$ cat config.mk
export PLATFORM = sky130hd
export DESIGN_NAME = pm0_instruction_execute_flat
export DESIGN_NICKNAME = d
export VERILOG_FILES = /design/src/pm0_pkg.sv /design/src/pm0_if.sv /design/src/pm0_stack_ram.sv /design/src/pm0_muldiv.sv /design/src/pm0_instruction_execute.sv /design/src/flat_wrapper.sv
export SDC_FILE = /design/constraint.sdc
export NUM_CORES = 2
export LEC_CHECK = 0
export BUFFER_PORTS_ARGS = -buffer_cell sky130_fd_sc_hd__buf_2
export CAP_MARGIN = 20
export CORE_MARGIN = 5
export CORE_UTILIZATION = 25
export CTS_CLUSTER_SIZE = 16
export DETAILED_ROUTE_END_ITERATION = 10
export HOLD_SLACK_MARGIN = 0.05
export PLACE_DENSITY = 0.42
export SLEW_MARGIN = 25
export SYNTH_ARGS = -nofsm -noshare
export SYNTH_HDL_FRONTEND = slang
export SYNTH_HIERARCHICAL = 1
export SYNTH_SLANG_ARGS = --single-unit
$ cat constraint.sdc
create_clock -name clk -period 7.5 [get_ports clk]
set_input_delay 0 -clock clk [delete_from_list [all_inputs] [get_ports clk]]
set_output_delay 0 -clock clk [all_outputs]
set_load 0.005 [all_outputs]
$ cat src/pm0_pkg.sv
// Shared opcodes, fault codes and control type of the PM/0 execute block.
package pm0_pkg;

  // Opcodes.
  localparam logic [4:0] OP_LIT = 5'd1;
  localparam logic [4:0] OP_RTN = 5'd2;
  localparam logic [4:0] OP_LOD = 5'd3;
  localparam logic [4:0] OP_STO = 5'd4;
  localparam logic [4:0] OP_CAL = 5'd5;
  localparam logic [4:0] OP_INC = 5'd6;
  localparam logic [4:0] OP_JMP = 5'd7;
  localparam logic [4:0] OP_JPC = 5'd8;
  localparam logic [4:0] OP_OUT = 5'd9;
  localparam logic [4:0] OP_IN  = 5'd10;
  localparam logic [4:0] OP_HLT = 5'd11;
  localparam logic [4:0] OP_NEG = 5'd12;
  localparam logic [4:0] OP_ADD = 5'd13;
  localparam logic [4:0] OP_SUB = 5'd14;
  localparam logic [4:0] OP_MUL = 5'd15;
  localparam logic [4:0] OP_DIV = 5'd16;
  localparam logic [4:0] OP_ODD = 5'd17;
  localparam logic [4:0] OP_MOD = 5'd18;
  localparam logic [4:0] OP_EQL = 5'd19;
  localparam logic [4:0] OP_NEQ = 5'd20;
  localparam logic [4:0] OP_LSS = 5'd21;
  localparam logic [4:0] OP_LEQ = 5'd22;
  localparam logic [4:0] OP_GTR = 5'd23;
  localparam logic [4:0] OP_GEQ = 5'd24;

  // Fault codes.
  localparam logic [1:0] FLT_NONE  = 2'd0;
  localparam logic [1:0] FLT_DIV0  = 2'd1;
  localparam logic [1:0] FLT_STACK = 2'd2;

  // Control of the iterative multiply and divide unit.
  typedef struct packed {
    logic start;
    logic mul;
  } md_ctl_t;

endpackage

$ cat src/pm0_if.sv
// Valid/ready channel interfaces for instructions and results.
interface pm0_in_if;
  logic               valid;
  logic               ready;
  logic [4:0]         op;
  logic [2:0]         reg_sel;
  logic [2:0]         field_l;
  logic signed [31:0] field_m;
  logic signed [31:0] in_value;

  modport source (output valid, op, reg_sel, field_l, field_m, in_value, input ready);
  modport sink (input valid, op, reg_sel, field_l, field_m, in_value, output ready);
endinterface

interface pm0_out_if;
  logic               valid;
  logic               ready;
  logic [7:0]         next_pc;
  logic [5:0]         base_ptr;
  logic [5:0]         stack_ptr;
  logic signed [31:0] out_value;
  logic               out_valid;
  logic               halted;
  logic [1:0]         fault;

  modport source (output valid, next_pc, base_ptr, stack_ptr, out_value, out_valid,
                  halted, fault, input ready);
  modport sink (input valid, next_pc, base_ptr, stack_ptr, out_value, out_valid,
                halted, fault, output ready);
endinterface

$ cat src/pm0_stack_ram.sv
// Word stack memory with one write port and one registered read port.
module pm0_stack_ram #(
  parameter int DEPTH = 64,
  parameter int AW    = 6,
  parameter int W     = 32
) (
  input  logic          clk,
  input  logic          we,
  input  logic [AW-1:0] waddr,
  input  logic [W-1:0]  wdata,
  input  logic [AW-1:0] raddr,
  output logic [W-1:0]  rdata
);

  logic [W-1:0] mem [DEPTH];

  // Write, and a registered read.
  always_ff @(posedge clk) begin
    if (we) begin
      mem[waddr] <= wdata;
    end
    rdata <= mem[raddr];
  end

endmodule

$ cat src/pm0_muldiv.sv
// Iterative unsigned shift-add multiplier and restoring divider, one bit a cycle.
module pm0_muldiv #(
  parameter int W = 32
) (
  input  logic                   clk,
  input  logic                   rst_n,
  input  pm0_pkg::md_ctl_t       ctl,
  input  logic [W-1:0]           opa,
  input  logic [W-1:0]           opb,
  output logic                   done,
  output logic [W-1:0]           quot,
  output logic [W-1:0]           acc
);
  import pm0_pkg::*;

  localparam int CW = $clog2(W + 1);

  logic          busy_r;
  logic          mul_r;
  logic          done_r;
  logic [CW-1:0] cnt_r;
  logic [W-1:0]  x_r;
  logic [W-1:0]  y_r;
  logic [W:0]    acc_r;
  logic [W:0]    dtry;
  logic          dge;

  // One restoring division step.
  assign dtry = {acc_r[W-1:0], x_r[W-1]};
  assign dge  = (dtry >= {1'b0, y_r});

  // Control sequencing.
  always_ff @(posedge clk) begin
    if (!rst_n) begin
      busy_r <= 1'b0;
      done_r <= 1'b0;
      cnt_r  <= '0;
    end else begin
      done_r <= 1'b0;
      if (ctl.start) begin
        busy_r <= 1'b1;
        cnt_r  <= '0;
      end else if (busy_r) begin
        if (cnt_r == CW'(W - 1)) begin
          busy_r <= 1'b0;
          done_r <= 1'b1;
        end
        cnt_r <= cnt_r + 1'b1;
      end
    end
  end

  // Datapath: x shifts the multiplier or builds the quotient.
  always_ff @(posedge clk) begin
    if (ctl.start) begin
      mul_r <= ctl.mul;
      x_r   <= opa;
      y_r   <= opb;
      acc_r <= '0;
    end else if (busy_r) begin
      if (mul_r) begin
        acc_r <= acc_r + (x_r[0] ? {1'b0, y_r} : '0);
        x_r   <= x_r >> 1;
        y_r   <= y_r << 1;
      end else begin
        acc_r <= dge ? (dtry - {1'b0, y_r}) : dtry;
        x_r   <= {x_r[W-2:0], dge};
      end
    end
  end

  assign done = done_r;
  assign quot = x_r;
  assign acc  = acc_r[W-1:0];

endmodule

$ cat src/pm0_instruction_execute.sv
// Top level: PM/0 register stack machine that executes one instruction per transaction.
//
// The in_ch channel carries one instruction (op, reg_sel, field_l, field_m, in_value)
// per transaction; out_ch returns one result per instruction, in order: next_pc,
// base_ptr, stack_ptr, out_value/out_valid for the output instruction, halted and fault.
// Instructions are taken one at a time. Each runs the register reads S_RA, S_RB and
// S_RR, S_EXEC, its opcode's extra states and S_FIN, which registers the result. JMP,
// INC and a taken JPC add a reduction; LOD and STO add a link read and reduction per
// static-link level and the frame access (LOD also a read when in range); CAL adds frame
// writes around that walk; RTN reads and reduces the saved base and return address.
// MUL, and DIV and MOD with a nonzero divisor, wait for the one-bit-per-cycle muldiv unit.
// After halt, an instruction goes straight to S_FIN. STACK_DEPTH and CODE_DEPTH must be
// powers of two, which the block does not check, so pointer words reduce by masking.
// After reset a clearing pass writes zero to every stack entry, during which no
// instruction is accepted. A result waits in an output register while the receiver
// stalls; the next instruction can be accepted and executed meanwhile, and it
// completes only once that register is free.
module pm0_instruction_execute #(
  parameter int STACK_DEPTH = 64,
  parameter int CODE_DEPTH  = 256,
  parameter int NUM_REGS    = 8,
  parameter int WORD_WIDTH  = 32
) (
  input  logic     clk,
  input  logic     rst_n,
  pm0_in_if.sink   in_ch,
  pm0_out_if.source out_ch
);
  import pm0_pkg::*;

  localparam int W  = WORD_WIDTH;
  localparam int SA = $clog2(STACK_DEPTH);
  localparam int CA = $clog2(CODE_DEPTH);
  localparam int RA = $clog2(NUM_REGS);
  localparam int SW = W + 2;

  // Sequencer states.
  localparam logic [4:0] S_CLR     = 5'd0;
  localparam logic [4:0] S_IDLE    = 5'd1;
  localparam logic [4:0] S_RA      = 5'd2;
  localparam logic [4:0] S_RB      = 5'd3;
  localparam logic [4:0] S_RR      = 5'd4;
  localparam logic [4:0] S_EXEC    = 5'd5;
  localparam logic [4:0] S_WALK    = 5'd6;
  localparam logic [4:0] S_WALK_RD = 5'd7;
  localparam logic [4:0] S_RED     = 5'd8;
  localparam logic [4:0] S_LOD_RD  = 5'd10;
  localparam logic [4:0] S_RTN_BP  = 5'd11;
  localparam logic [4:0] S_RTN_BPD = 5'd12;
  localparam logic [4:0] S_RTN_PC  = 5'd13;
  localparam logic [4:0] S_RTN_PCD = 5'd14;
  localparam logic [4:0] S_CAL_W   = 5'd15;
  localparam logic [4:0] S_AR_WT   = 5'd16;
  localparam logic [4:0] S_FIN     = 5'd17;

  // What a finished reduction feeds.
  localparam logic [1:0] K_WALK = 2'd0;
  localparam logic [1:0] K_BP   = 2'd1;
  localparam logic [1:0] K_PC   = 2'd2;
  localparam logic [1:0] K_INC  = 2'd3;

  localparam logic [SA:0]   STK_E = (SA+1)'(STACK_DEPTH);

  logic [4:0]    state_r;
  logic [SA:0]   clr_cnt_r;
  logic [CA-1:0] pc_r;
  logic [SA-1:0] bp_r;
  logic [SA-1:0] sp_r;
  logic          halt_r;
  logic [1:0]    fault_r;
  logic [W-1:0]  outv_r;
  logic          outok_r;
  logic [W-1:0]  regs_r [NUM_REGS];

  logic [4:0]    op_r;
  logic [RA-1:0] r_r;
  logic [RA-1:0] l_r;
  logic [RA-1:0] mr_r;
  logic [2:0]    lvl_r;
  logic [W-1:0]  mw_r;
  logic [W-1:0]  inv_r;
  logic [W-1:0]  a_r;
  logic [W-1:0]  b_r;
  logic [W-1:0]  rv_r;
  logic [SA-1:0] bcur_r;
  logic [W-1:0]  red_w_r;
  logic [1:0]    red_k_r;
  logic [1:0]    calk_r;

  logic          o_vld_r;
  logic [7:0]    o_pc_r;
  logic [5:0]    o_bp_r;
  logic [5:0]    o_sp_r;
  logic [31:0]   o_val_r;
  logic          o_ok_r;
  logic          o_halt_r;
  logic [1:0]    o_fault_r;

  logic          ram_we;
  logic [SA-1:0] ram_waddr;
  logic [W-1:0]  ram_wdata;
  logic [SA-1:0] ram_raddr;
  logic [W-1:0]  ram_rdata;

  md_ctl_t       md_ctl;
  logic [W-1:0]  md_a;
  logic [W-1:0]  md_b;
  logic          md_done;
  logic [W-1:0]  md_quot;
  logic [W-1:0]  md_acc;

  logic          in_fire;
  logic          out_free;
  logic [SA:0]   lnk_addr;
  logic          lnk_ok;
  logic signed [SW-1:0] off_sum;
  logic          off_ok;
  logic [SA:0]   rtn_addr;
  logic          rtn_ok;
  logic [SA:0]   cal_addr;
  logic          cal_ok;
  logic [W-1:0]  cal_data;
  logic [W-1:0]  red_res;
  logic [SA:0]   inc_sum;
  logic          a_neg;
  logic          b_neg;
  logic [W-1:0]  a_mag;
  logic [W-1:0]  b_mag;
  logic [W-1:0]  odd_res;
  logic [SA:0]   sp_inc;

  assign in_fire  = in_ch.valid && in_ch.ready;
  assign out_free = !o_vld_r || out_ch.ready;
  assign in_ch.ready = (state_r == S_IDLE);

  // Address arithmetic for links, LOD/STO offsets, RTN frame reads and CAL writes.
  assign lnk_addr = {1'b0, bcur_r} + 1'b1;
  assign lnk_ok   = (lnk_addr < STK_E);
  assign off_sum  = $signed({{(SW-SA){1'b0}}, bcur_r}) + SW'($signed(mw_r));
  assign off_ok   = !off_sum[SW-1] && ($unsigned(off_sum) < SW'(STACK_DEPTH));
  assign rtn_addr = {1'b0, sp_r} + ((state_r == S_RTN_BP) ? (SA+1)'(3) : (SA+1)'(4));
  assign rtn_ok   = (rtn_addr < STK_E);
  assign cal_addr = {1'b0, sp_r} + (SA+1)'(calk_r) + 1'b1;
  assign cal_ok   = (cal_addr < STK_E);
  assign sp_inc   = {1'b0, sp_r} + 1'b1;

  // Frame word stored by each CAL write.
  always_comb begin
    unique case (calk_r)
      2'd0:    cal_data = '0;
      2'd1:    cal_data = W'(bcur_r);
      2'd2:    cal_data = W'(bp_r);
      default: cal_data = W'(pc_r);
    endcase
  end

  // A signed word reduced modulo a power-of-two depth is its low bits.
  assign red_res = (red_k_r == K_PC) ? W'(red_w_r[CA-1:0]) : W'(red_w_r[SA-1:0]);
  assign inc_sum = {1'b0, sp_r} + {1'b0, red_res[SA-1:0]};

  // Operand signs and magnitudes for division.
  assign a_neg = a_r[W-1];
  assign b_neg = b_r[W-1];
  assign a_mag = a_neg ? (W'(0) - a_r) : a_r;
  assign b_mag = b_neg ? (W'(0) - b_r) : b_r;
  assign odd_res = (rv_r[W-1] && rv_r[0]) ? '1 : W'(rv_r[0]);

  // Start requests for the multiply/divide unit.
  always_comb begin
    md_ctl = '0;
    md_a   = a_mag;
    md_b   = b_mag;
    if (state_r == S_EXEC) begin
      if (op_r == OP_MUL) begin
        md_ctl.start = 1'b1;
        md_ctl.mul   = 1'b1;
        md_a = a_r;
        md_b = b_r;
      end else if ((op_r == OP_DIV || op_r == OP_MOD) && b_r != '0) begin
        md_ctl.start = 1'b1;
      end
    end
  end

  // Stack memory port selection.
  always_comb begin
    ram_we    = 1'b0;
    ram_waddr = '0;
    ram_wdata = '0;
    ram_raddr = '0;
    unique case (state_r)
      S_CLR: begin
        ram_we    = 1'b1;
        ram_waddr = clr_cnt_r[SA-1:0];
      end
      S_WALK: begin
        if (lvl_r != 3'd0) begin
          ram_raddr = lnk_addr[SA-1:0];
        end else begin
          ram_raddr = off_sum[SA-1:0];
          ram_waddr = off_sum[SA-1:0];
          ram_wdata = rv_r;
          ram_we    = (op_r == OP_STO) && off_ok;
        end
      end
      S_RTN_BP, S_RTN_PC: begin
        ram_raddr = rtn_addr[SA-1:0];
      end
      S_CAL_W: begin
        ram_we    = cal_ok;
        ram_waddr = cal_addr[SA-1:0];
        ram_wdata = cal_data;
      end
      default: begin
        ram_raddr = '0;
      end
    endcase
  end

  // Main sequencer.
  always_ff @(posedge clk) begin
    if (!rst_n) begin
      state_r   <= S_CLR;
      clr_cnt_r <= '0;
      pc_r      <= '0;
      bp_r      <= SA'(1 % STACK_DEPTH);
      sp_r      <= '0;
      halt_r    <= 1'b0;
      fault_r   <= FLT_NONE;
      outok_r   <= 1'b0;
      o_vld_r   <= 1'b0;
      for (int i = 0; i < NUM_REGS; i++) begin
        regs_r[i] <= '0;
      end
    end else begin
      if (o_vld_r && out_ch.ready && (state_r != S_FIN)) begin
        o_vld_r <= 1'b0;
      end
      unique case (state_r)
        S_CLR: begin
          clr_cnt_r <= clr_cnt_r + 1'b1;
          if (clr_cnt_r == STK_E - 1'b1) begin
            state_r <= S_IDLE;
          end
        end
        S_IDLE: begin
          if (in_fire) begin
            op_r    <= in_ch.op;
            r_r     <= RA'(in_ch.reg_sel);
            l_r     <= RA'(in_ch.field_l);
            lvl_r   <= in_ch.field_l;
            mr_r    <= in_ch.field_m[RA-1:0];
            mw_r    <= W'(in_ch.field_m);
            inv_r   <= W'(in_ch.in_value);
            fault_r <= FLT_NONE;
            outok_r <= 1'b0;
            outv_r  <= '0;
            if (halt_r) begin
              state_r <= S_FIN;
            end else begin
              pc_r    <= (pc_r == CA'(CODE_DEPTH - 1)) ? '0 : pc_r + 1'b1;
              state_r <= S_RA;
            end
          end
        end
        S_RA: begin
          a_r     <= regs_r[l_r];
          state_r <= S_RB;
        end
        S_RB: begin
          b_r     <= regs_r[mr_r];
          state_r <= S_RR;
        end
        S_RR: begin
          rv_r    <= regs_r[r_r];
          state_r <= S_EXEC;
        end
        S_EXEC: begin
          state_r <= S_FIN;
          bcur_r  <= bp_r;
          red_w_r <= mw_r;
          red_k_r <= K_PC;
          calk_r  <= 2'd0;
          unique case (op_r)
            OP_LIT: regs_r[r_r] <= mw_r;
            OP_RTN: begin
              sp_r    <= (bp_r == '0) ? SA'(STACK_DEPTH - 1) : bp_r - 1'b1;
              state_r <= S_RTN_BP;
            end
            OP_LOD, OP_STO: state_r <= S_WALK;
            // CAL clears its first frame slot before the static-link walk.
            OP_CAL: state_r <= S_CAL_W;
            OP_INC: begin
              red_k_r <= K_INC;
              state_r <= S_RED;
            end
            OP_JMP: state_r <= S_RED;
            OP_JPC: if (rv_r == '0) state_r <= S_RED;
            OP_OUT: begin
              outv_r  <= rv_r;
              outok_r <= 1'b1;
            end
            OP_IN:  regs_r[r_r] <= inv_r;
            OP_HLT: halt_r <= 1'b1;
            OP_NEG: regs_r[r_r] <= W'(0) - a_r;
            OP_ADD: regs_r[r_r] <= a_r + b_r;
            OP_SUB: regs_r[r_r] <= a_r - b_r;
            OP_MUL: state_r <= S_AR_WT;
            OP_DIV, OP_MOD: begin
              if (b_r == '0) begin
                regs_r[r_r] <= '0;
                fault_r     <= FLT_DIV0;
              end else begin
                state_r <= S_AR_WT;
              end
            end
            OP_ODD: regs_r[r_r] <= odd_res;
            OP_EQL: regs_r[r_r] <= W'(a_r == b_r);
            OP_NEQ: regs_r[r_r] <= W'(a_r != b_r);
            OP_LSS: regs_r[r_r] <= W'($signed(a_r) < $signed(b_r));
            OP_LEQ: regs_r[r_r] <= W'(!($signed(b_r) < $signed(a_r)));
            OP_GTR: regs_r[r_r] <= W'($signed(b_r) < $signed(a_r));
            OP_GEQ: regs_r[r_r] <= W'(!($signed(a_r) < $signed(b_r)));
            default: state_r <= S_FIN;
          endcase
        end
        S_WALK: begin
          if (lvl_r != 3'd0) begin
            red_k_r <= K_WALK;
            if (lnk_ok) begin
              state_r <= S_WALK_RD;
            end else begin
              fault_r <= FLT_STACK;
              red_w_r <= '0;
              state_r <= S_RED;
            end
          end else if (op_r == OP_CAL) begin
            state_r <= S_CAL_W;
          end else begin
            state_r <= S_FIN;
            if (!off_ok) begin
              fault_r <= FLT_STACK;
              if (op_r == OP_LOD) regs_r[r_r] <= '0;
            end else if (op_r == OP_LOD) begin
              state_r <= S_LOD_RD;
            end
          end
        end
        S_WALK_RD: begin
          red_w_r <= ram_rdata;
          state_r <= S_RED;
        end
        S_RED: begin
          unique case (red_k_r)
            K_WALK: begin
              bcur_r  <= red_res[SA-1:0];
              lvl_r   <= lvl_r - 1'b1;
              state_r <= S_WALK;
            end
            K_BP: begin
              bp_r    <= red_res[SA-1:0];
              state_r <= S_RTN_PC;
            end
            K_PC: begin
              pc_r    <= red_res[CA-1:0];
              state_r <= S_FIN;
            end
            default: begin
              sp_r    <= (inc_sum >= STK_E) ? SA'(inc_sum - STK_E) : inc_sum[SA-1:0];
              state_r <= S_FIN;
            end
          endcase
        end
        S_LOD_RD: begin
          regs_r[r_r] <= ram_rdata;
          state_r     <= S_FIN;
        end
        S_RTN_BP, S_RTN_PC: begin
          red_k_r <= (state_r == S_RTN_BP) ? K_BP : K_PC;
          if (rtn_ok) begin
            state_r <= (state_r == S_RTN_BP) ? S_RTN_BPD : S_RTN_PCD;
          end else begin
            fault_r <= FLT_STACK;
            red_w_r <= '0;
            state_r <= S_RED;
          end
        end
        S_RTN_BPD, S_RTN_PCD: begin
          red_w_r <= ram_rdata;
          state_r <= S_RED;
        end
        S_CAL_W: begin
          if (!cal_ok) fault_r <= FLT_STACK;
          calk_r <= calk_r + 1'b1;
          if (calk_r == 2'd0) begin
            state_r <= S_WALK;
          end else if (calk_r == 2'd3) begin
            bp_r    <= (sp_inc == STK_E) ? '0 : sp_inc[SA-1:0];
            red_w_r <= mw_r;
            red_k_r <= K_PC;
            state_r <= S_RED;
          end
        end
        S_AR_WT: begin
          if (md_done) begin
            state_r <= S_FIN;
            unique case (op_r)
              OP_MUL:  regs_r[r_r] <= md_acc;
              OP_DIV:  regs_r[r_r] <= (a_neg != b_neg) ? (W'(0) - md_quot) : md_quot;
              default: regs_r[r_r] <= a_neg ? (W'(0) - md_acc) : md_acc;
            endcase
          end
        end
        S_FIN: begin
          if (out_free) begin
            o_vld_r   <= 1'b1;
            o_pc_r    <= 8'(pc_r);
            o_bp_r    <= 6'(bp_r);
            o_sp_r    <= 6'(sp_r);
            o_val_r   <= outok_r ? 32'($signed(outv_r)) : 32'd0;
            o_ok_r    <= outok_r;
            o_halt_r  <= halt_r;
            o_fault_r <= fault_r;
            state_r   <= S_IDLE;
          end
        end
        default: state_r <= S_IDLE;
      endcase
    end
  end

  // Result channel.
  assign out_ch.valid     = o_vld_r;
  assign out_ch.next_pc   = o_pc_r;
  assign out_ch.base_ptr  = o_bp_r;
  assign out_ch.stack_ptr = o_sp_r;
  assign out_ch.out_value = o_val_r;
  assign out_ch.out_valid = o_ok_r;
  assign out_ch.halted    = o_halt_r;
  assign out_ch.fault     = o_fault_r;

  pm0_stack_ram #(
    .DEPTH (STACK_DEPTH),
    .AW    (SA),
    .W     (W)
  ) u_stack (
    .clk   (clk),
    .we    (ram_we),
    .waddr (ram_waddr),
    .wdata (ram_wdata),
    .raddr (ram_raddr),
    .rdata (ram_rdata)
  );

  pm0_muldiv #(
    .W (W)
  ) u_muldiv (
    .clk   (clk),
    .rst_n (rst_n),
    .ctl   (md_ctl),
    .opa   (md_a),
    .opb   (md_b),
    .done  (md_done),
    .quot  (md_quot),
    .acc   (md_acc)
  );

endmodule

$ cat src/flat_wrapper.sv
// flat-port wrapper written by rule: the top's interface ports become plain ports
module pm0_instruction_execute_flat import pm0_pkg::*;
#(
  parameter int STACK_DEPTH = 64,
  parameter int CODE_DEPTH  = 256,
  parameter int NUM_REGS    = 8,
  parameter int WORD_WIDTH  = 32
)
  (clk, rst_n, in_ch_valid, in_ch_op, in_ch_reg_sel, in_ch_field_l, in_ch_field_m, in_ch_in_value, in_ch_ready, out_ch_valid, out_ch_next_pc, out_ch_base_ptr, out_ch_stack_ptr, out_ch_out_value, out_ch_out_valid, out_ch_halted, out_ch_fault, out_ch_ready);
  pm0_in_if in_ch_i ();
  pm0_out_if out_ch_i ();
  input  logic clk;
  input  logic rst_n;
  input wire logic [$bits(in_ch_i.valid)-1:0] in_ch_valid;
  input wire logic [$bits(in_ch_i.op)-1:0] in_ch_op;
  input wire logic [$bits(in_ch_i.reg_sel)-1:0] in_ch_reg_sel;
  input wire logic [$bits(in_ch_i.field_l)-1:0] in_ch_field_l;
  input wire logic [$bits(in_ch_i.field_m)-1:0] in_ch_field_m;
  input wire logic [$bits(in_ch_i.in_value)-1:0] in_ch_in_value;
  output wire logic [$bits(in_ch_i.ready)-1:0] in_ch_ready;
  output wire logic [$bits(out_ch_i.valid)-1:0] out_ch_valid;
  output wire logic [$bits(out_ch_i.next_pc)-1:0] out_ch_next_pc;
  output wire logic [$bits(out_ch_i.base_ptr)-1:0] out_ch_base_ptr;
  output wire logic [$bits(out_ch_i.stack_ptr)-1:0] out_ch_stack_ptr;
  output wire logic [$bits(out_ch_i.out_value)-1:0] out_ch_out_value;
  output wire logic [$bits(out_ch_i.out_valid)-1:0] out_ch_out_valid;
  output wire logic [$bits(out_ch_i.halted)-1:0] out_ch_halted;
  output wire logic [$bits(out_ch_i.fault)-1:0] out_ch_fault;
  input wire logic [$bits(out_ch_i.ready)-1:0] out_ch_ready;
  assign in_ch_i.valid = in_ch_valid;
  assign in_ch_i.op = in_ch_op;
  assign in_ch_i.reg_sel = in_ch_reg_sel;
  assign in_ch_i.field_l = in_ch_field_l;
  assign in_ch_i.field_m = in_ch_field_m;
  assign in_ch_i.in_value = in_ch_in_value;
  assign in_ch_ready = in_ch_i.ready;
  assign out_ch_valid = out_ch_i.valid;
  assign out_ch_next_pc = out_ch_i.next_pc;
  assign out_ch_base_ptr = out_ch_i.base_ptr;
  assign out_ch_stack_ptr = out_ch_i.stack_ptr;
  assign out_ch_out_value = out_ch_i.out_value;
  assign out_ch_out_valid = out_ch_i.out_valid;
  assign out_ch_halted = out_ch_i.halted;
  assign out_ch_fault = out_ch_i.fault;
  assign out_ch_i.ready = out_ch_ready;
  pm0_instruction_execute #(.STACK_DEPTH(STACK_DEPTH), .CODE_DEPTH(CODE_DEPTH), .NUM_REGS(NUM_REGS), .WORD_WIDTH(WORD_WIDTH)) u_core (.clk(clk), .rst_n(rst_n), .in_ch(in_ch_i), .out_ch(out_ch_i));
endmodule
Word level (Yosys, flattened, before mapping)

Memory sizes are Yosys's and may differ from the RTL's. A register that Yosys moved wholly into a read port is not among the register bits.
Cells that the tools add are included.

Bits in registers: 330
RAM bits: 2304
Bits of input ports: 79
Output and inout bits: 58
Word-level logic and storage cells: 430
Memories kept: 2

Memories:

| memory             | depth | bits a word | read ports | clocked after Yosys merged registers in | write ports | line                          | RTL |
|---|---|---|---|---|---|---|---|
| u_core.u_stack.mem | 64    | 32          | 1          | 1                                       | 1           | pm0_stack_ram.sv:15           | `logic [W-1:0] mem [DEPTH];` |
| u_core.regs_r      | 8     | 32          | 3          | 3                                       | 8           | pm0_instruction_execute.sv:73 | `logic [W-1:0] regs_r [NUM_REGS];` |

$add $sub $neg: 22
Order comparisons: 8
Equality and inequality tests: 76
Muxes and demuxes: 208
Bitwise logic cells: 19
Reductions and logical operators: 60

Operators with widths:

| cell                                                                   | count |
|---|---|
| 32-bit 2-to-1 mux                                                      | 37 |
| 32-bit one-hot mux with 2 select lines                                 | 2 |
| 1-bit by 32-bit subtractor with 32-bit output (first input constant)   | 4 |
| 1-bit 2-to-1 mux                                                       | 96 |
| 8-bit 2-to-1 mux                                                       | 10 |
| 5-bit by 4-bit equality test with 1-bit output (second input constant) | 15 |
| 5-bit one-hot mux with 14 select lines                                 | 1 |
| 33-bit 2-to-1 mux                                                      | 2 |
| 6-bit 2-to-1 mux                                                       | 11 |
| 5-bit 2-to-1 mux                                                       | 13 |
| 32-bit logical NOT                                                     | 2 |
| 32-bit < comparator                                                    | 2 |
| 5-bit equality test (second input constant)                            | 11 |
| 6-bit one-hot mux with 2 select lines                                  | 4 |
| 5-bit by 3-bit equality test with 1-bit output (second input constant) | 8 |
| 8-bit one-hot mux with 5 select lines                                  | 1 |
| 5-bit one-hot mux with 7 select lines                                  | 1 |
| 34-bit by 7-bit < comparator with 1-bit output (second input constant) | 1 |
| 33-bit by 32-bit adder with 33-bit output                              | 1 |
| 7-bit by 32-bit adder with 33-bit output                               | 1 |
| 33-bit by 32-bit >= comparator with 1-bit output                       | 1 |
| 33-bit by 32-bit subtractor with 33-bit output                         | 1 |
| 32-bit adder                                                           | 1 |
| 32-bit equality test                                                   | 1 |
| other kinds (64)                                                       | 166 |

Longest topological paths before layout

Word-level depth: 24
Gate-level depth with buffers: 18
Depth with buffers taken out: 15

By module

Netlist, hierarchy kept.

By module, submodules not included:

| module                  | times used | cells each | area each (sq um) | seq. area each (sq um) |
|---|---|---|---|---|
| pm0_stack_ram           | 1          | 3511       | 79039.6           | 62139.6 |
| pm0_instruction_execute | 1          | 3725       | 38221.7           | 16836.1 |
| pm0_muldiv              | 1          | 1004       | 8544.4            | 2752.6 |

Worst setup path before layout

OpenSTA, ideal clock, no wires.

Path kind: register to register
Start point: register u_core/mr_r[1] (netlist name)
End point: memory u_core.u_stack.mem[27][0], enable pin
Library setup time: 0.421 ns
Data arrival time: 5.446 ns
Data required time: 7.079 ns
Slack: 1.632 ns
Stages on the path, launching flop included: 19
Path buffers: 4
Clock period less this slack: 5.868 ns
Path through: edfxtp_1 > buf_1 > clkbuf_1 > inv_1 > fa_1 > nor2b_1 > o31a_1 > o22ai_1 > a221o_1 > a2111oi_0 > o311a_1 > nand2_1 > nor2_1 > a311o_1 > clkbuf_1 > inv_1 > or2_2 > clkbuf_1 > nor2_1

RTL lines:

| element       | line |
|---|---|
| end, declared | pm0_stack_ram.sv:15 |

Worst setup path in the final report

Start point: register u_core.bcur_r[0]
End point: memory u_core.u_stack.mem[59][29], enable pin

Word-level cells in the longest chain between the ends: 8
Elaborated cells between the ends (all ways): 11
Those cells by class: add/sub: 1; order compare: 1; mux: 6; reduce/logical: 3

Ends and longest elaborated chain:

| element                                                                                    | line                           | RTL |
|---|---|---|
| start, declared                                                                            | pm0_instruction_execute.sv:85  | `logic [SA-1:0] bcur_r;` |
| start signal, assigned                                                                     | pm0_instruction_execute.sv:280 | `bcur_r <= bp_r;` |
| start signal, assigned                                                                     | pm0_instruction_execute.sv:356 | `bcur_r <= red_res[SA-1:0];` |
| 7-bit by 32-bit adder with 33-bit output (*)                                               | pm0_instruction_execute.sv:139 | `assign off_sum = $signed({{(SW-SA){1'b0}}, bcur_r}) + SW'($signed(mw_r));` |
| 34-bit by 7-bit < comparator with 1-bit output / 1-bit logical NOT (equally long branches) | pm0_instruction_execute.sv:140 | `assign off_ok = !off_sum[SW-1] && ($unsigned(off_sum) < SW'(STACK_DEPTH));` |
| 1-bit logical AND (*)                                                                      | pm0_instruction_execute.sv:140 |  |
| 1-bit logical AND (*)                                                                      | pm0_instruction_execute.sv:203 | `ram_we = (op_r == OP_STO) && off_ok;` |
| 1-bit 2-to-1 mux (*)                                                                       | pm0_instruction_execute.sv:197 | `if (lvl_r != 3'd0) begin` |
| 1-bit one-hot mux with 3 select lines (*)                                                  | pm0_instruction_execute.sv:191 | `unique case (state_r)` |
| named net u_core.ram_we                                                                    | pm0_instruction_execute.sv:99  | `logic ram_we;` |
| 1-bit 2-to-1 mux (*)                                                                       | pm0_stack_ram.sv:19            | `if (we) begin` |
| 1-bit 2-to-1 mux (implied by the code) (*)                                                 | pm0_stack_ram.sv:20            | `mem[waddr] <= wdata;` |

Mark *: on every way through the listed nets, which the timed path passes. The rest lies on a longest branch.

==> results.md <==
* Number of global-route vias before repair at approximately 80,000
* Worst rel slew slack at 25.3%
* Y dimension of the die at between 700 and 800 um
* Count of input and output buffers at 136
* Placeable core region at ~500,000 sq um
* Maximum buffer depth of the clock tree at 4
* Number of clock sinks at 2,758
* Category of the critical setup timing path: reg2reg
* Largest fanout of any net on the critical path at 26
* DR pass1 iterations at 8
* Final cell count without fillers at 15,600
* Fraction of synthesized cell area taken by the top area cell type at between 60% and 70%
* Post-synthesis cell type with the largest combined area: sky130_fd_sc_hd__edfxtp_1
* Number of different library cells in the post-synthesis netlist at approximately 110
* Switching fraction of total power at between 20% and 30%
* Placed Instance Area at approximately 140,000 sq um
* Count of synthesis-stage warnings from yosys at 6
* Routed wire per std cell at 31.2 um
* Maximum resistive drop on vdd at approximately 0.17 mV
* Number of nets in the layout at ~9,000
* FILL cells at roughly 50,000
* Pin count of the biggest net entering global routing at 80
* Number of flops mapped to enable cells by yosys at ~2,600
* Fin crit share at ~86%
* Number of stages on the worst hold path at 2
* Instance count of the mapped netlist at roughly 8,200
* Setup tns final at 0 ps
* HP Class: in2reg
* Most used flip-flop cell after synthesis: sky130_fd_sc_hd__edfxtp_1
* Total congestion overflow after global routing at 0
* Level count of the clock H-tree at 5
* Clock period minus worst slack at between 6000 and 7000 ps
* Sequential cell area fraction in the yosys report at 65.0%
* Number of clock buffers inserted by TritonCTS at 317
* Clock latency of the later-clocked register in the worst-skew pair at 980 ps
* Result of the run: completed
* Share of final-layout standard cells stronger than drive strength 1 at 19.8%
* Clock-pin transition on the worst setup and hold timing paths at approximately 60 ps
* Synthesis-to-finish area growth at 17.7%
* Power density relative to cell area at 229 nW/um^2
* Routed length on met3 at just under 30,000 um
* Setup crit start kind: flip-flop
* Clock share of power at a little under half
* Ratio of routed vias to standard cells at about 5.1
* Vias at approximately 80,000
* Total Routed Length at 488,000 um
* Number of routed nets with antenna violations at 0
* RSZ-0062 raised after global routing: no
* Die extent in x at between 700 and 800 um
* Maximum operating frequency at ~0.15 GHz
* Sw Pwr at between 7000 and 8000 uW
* Final HPWL from detailed placement at around 340,000 um
* Worst hold slack across all endpoints at ~110 ps
* Setup crit end kind: flip-flop
* Share of total power in sequential cells at 51.2%
* Detailed-route wire length on metal 1 at between 150,000 and 200,000 um
* Number of failing hold endpoints at the final stage at 0
* Worst R2R Path Depth at 16
* Top Layer Used: met5
* Arrival @ worst endpoint at just over 7000 ps
* Net count after synthesis at 8,519
* Total die area at between 500,000 and 600,000 sq um
* Gate power share at 3.6%
* Cells resized by post-CTS repair at 0
* Setup Skew at a little under 80 ps
* Number of remaining DRC errors at 0
* Final Setup Violations at 0
* Violation count after the first detailed-routing iteration at 8,520
* Worst Max-Slew Pin Slew at between 1000 and 1500 ps
* Synth Cell Area at between 100,000 and 150,000 sq um
* Synth top area cells: sky130_fd_sc_hd__edfxtp_1 (63%), sky130_fd_sc_hd__mux4_2 (10%), sky130_fd_sc_hd__mux2i_1 (2.1%)
* Weighted congestion reported at the end of routability-driven placement at 0.944
* Library cell with the highest instance count after synthesis: sky130_fd_sc_hd__edfxtp_1
* Final non-filler cell area at 148,000 sq um
* Synth top cells by count: sky130_fd_sc_hd__edfxtp_1 (2,649), sky130_fd_sc_hd__mux4_2 (574), sky130_fd_sc_hd__nor2_1 (559)
* Number of antenna violations at the first check in global routing at between 40 and 50
* LEAKAGE at ~0.048 uW
* Fin. max-slew vios at 0
* Total met2 wirelength after detailed routing at 241,000 um
* Post-synthesis register bit count at 2,758
* Count of max-cap constraint violations at 0
* Number of standard-cell rows in the floorplan at between 200 and 300
* Placed cell count at roughly 15,000
* Overall track demand over capacity in global routing at between 10% and 20%
* Fraction of synthesis flops using an asynchronous set or reset pin at 0%
* Wire length of the first global-routing pass at ~670,000 um
* Count of boundary I/O pins at between 100 and 150
* Root Buffer Master: sky130_fd_sc_hd__clkbuf_16
* Worst path required time at ~8200 ps
* Effective utilization at floorplan at 25.1%
* Synthesized area per cell at between 15 and 20 sq um
* CTS tree: yes
* Internal cell power at 26,300 uW
layout by cell type, fill, tap and decap left out, drive strengths merged, types with 60 or more instances in the layout:
cell / netlist / routed
a31oi: 71 / 71
nand3: 138 / 138
nand2: 404 / 404
o21ai: 286 / 286
a22oi: 276 / 276
clkinv: 1 / 131
edfxtp: 2649 / 2649
a21oi: 308 / 308
xor2: 64 / 64
nor3: 177 / 177
nor2: 560 / 560
dlygate4sd3: 0 / 150
o22ai: 67 / 67
nand4: 92 / 92
a21o: 61 / 61
xnor2: 172 / 172
inv: 194 / 211
mux2: 79 / 79
nor2b: 60 / 60
and2: 116 / 116
buf: 174 / 474
ha: 192 / 192
dfxtp: 109 / 109
mux4: 574 / 574
a211oi: 64 / 64
mux2i: 267 / 267
clkbuf: 325 / 395
path summary, 6_finish.rpt:
| kind | slack (ps) | end | start |
|---|---|---|---|
| min | 110 | u_core/mr_r[0]$_DFFE_PP_ | in_ch_field_m[0] |
| max | 1040 | u_core/u_stack/mem[59][29]$_DFFE_PP_ | u_core/bcur_r[0]$_DFFE_PP_ |
| max reg2reg | 1040 | u_core/u_stack/mem[59][29]$_DFFE_PP_ | u_core/bcur_r[0]$_DFFE_PP_ |
| min reg2reg | 430 | u_core/out_ch.fault[1]$_DFFE_PP_ | u_core/fault_r[1]$_SDFFE_PN0P_ |
metal layers:
layer	GRT usage, %	vias up
met4	7.45	6
met5	0	-
met1	23.0	42000
met2	31.3	3147
li1	-	33800
met3	2.57	716
cells by family after synthesis:
kind of cell               after synthesis  synth area share [%]
muxes                                  920                  13.1
and+or+nand+nor                       1845                  7.13
DFF                                   2758                  65.0
AOI/OAI and AO/OA                     1587                  8.60
buffers and inverters                  694                  2.52
adders and majority gates              200                  2.04
xor gates and xnor gates               236                  1.64
critical path, cell delays in order (launching register included):
cell and delay, ps:
sky130_fd_sc_hd__edfxtp_1 420, sky130_fd_sc_hd__ha_1 250, sky130_fd_sc_hd__inv_1 80, sky130_fd_sc_hd__fa_1 410, sky130_fd_sc_hd__nor2b_1 180, sky130_fd_sc_hd__o31a_1 300
sky130_fd_sc_hd__o22ai_1 170, sky130_fd_sc_hd__a221o_1 370, sky130_fd_sc_hd__a2111oi_0 600, sky130_fd_sc_hd__o311a_1 490, sky130_fd_sc_hd__nand2_1 140, sky130_fd_sc_hd__nor2_1 120
sky130_fd_sc_hd__a311o_1 640, sky130_fd_sc_hd__inv_1 200, sky130_fd_sc_hd__or2_2 570, sky130_fd_sc_hd__nor2_4 880, sky130_fd_sc_hd__buf_4 290
repair_timing:
| item | in CTS | in global routing |
|---|---|---|
| setup buffers | 0 | 0 |
| hold buffers | 150 | 0 |
| hold endpoints to repair | 122 | 0 |
power groups by stage:
| stage | registers [uW] | logic, uW | clock network (uW) |
|---|---|---|---|
| final | 17400 | 1200 | 15300 |
| after global routing | 17400 | 1250 | 16400 |
| after CTS | 17400 | 1230 | 15700 |
| after detailed placement | 17700 | 1160 | 0 |
| after global placement | 17700 | 1160 | 0 |
| after floorplan | 17400 | 515 | 0 |
flip-flops by register name, summed over array words and instances (netlist names), 7 cells and up:
| signal | count |
|---|---|
| u_core/clr_cnt_r | 7 |
| u_core/b_r | 32 |
| u_core/u_stack/mem | 2048 |
| u_core/mw_r | 30 |
| u_core/pc_r | 8 |
| u_core/out_ch.next_pc | 8 |
| u_core/u_muldiv/quot | 32 |
| u_core/rv_r | 32 |
| u_core/out_ch.out_value | 32 |
| u_core/regs_r | 256 |
| u_core/u_muldiv/acc_r | 32 |
| u_core/u_muldiv/y_r | 32 |
| u_core/inv_r | 32 |
| u_core/u_stack/rdata | 32 |
| u_core/a_r | 32 |
| u_core/outv_r | 32 |
| u_core/red_w_r | 8 |
final cells by class:
cell class | instances | area, sq um | share of cell area [%]
well taps | 6681 | 8360 | 5.65
diodes | 31 | 77.6 | 0.0524
clock buffers | 394 | 8440 | 5.70
flip-flops and latches | 2758 | 81700 | 55.2
multi-input cells | 4788 | 41800 | 28.3
clock inverters | 177 | 1680 | 1.14
repair buffers | 625 | 5190 | 3.50
inverters | 195 | 732 | 0.494
through the flow:
step	power (uW)	util [%]	setup slack (ps)
finish	33900	29.5	1040
global route	35000	29.5	804
CTS	34300	29.5	1190
detailed placement	18800	27.2	1160
global placement	18800	27.1	1030
floorplan	17900	-	1630
Power figures use the tool's default switching activity.
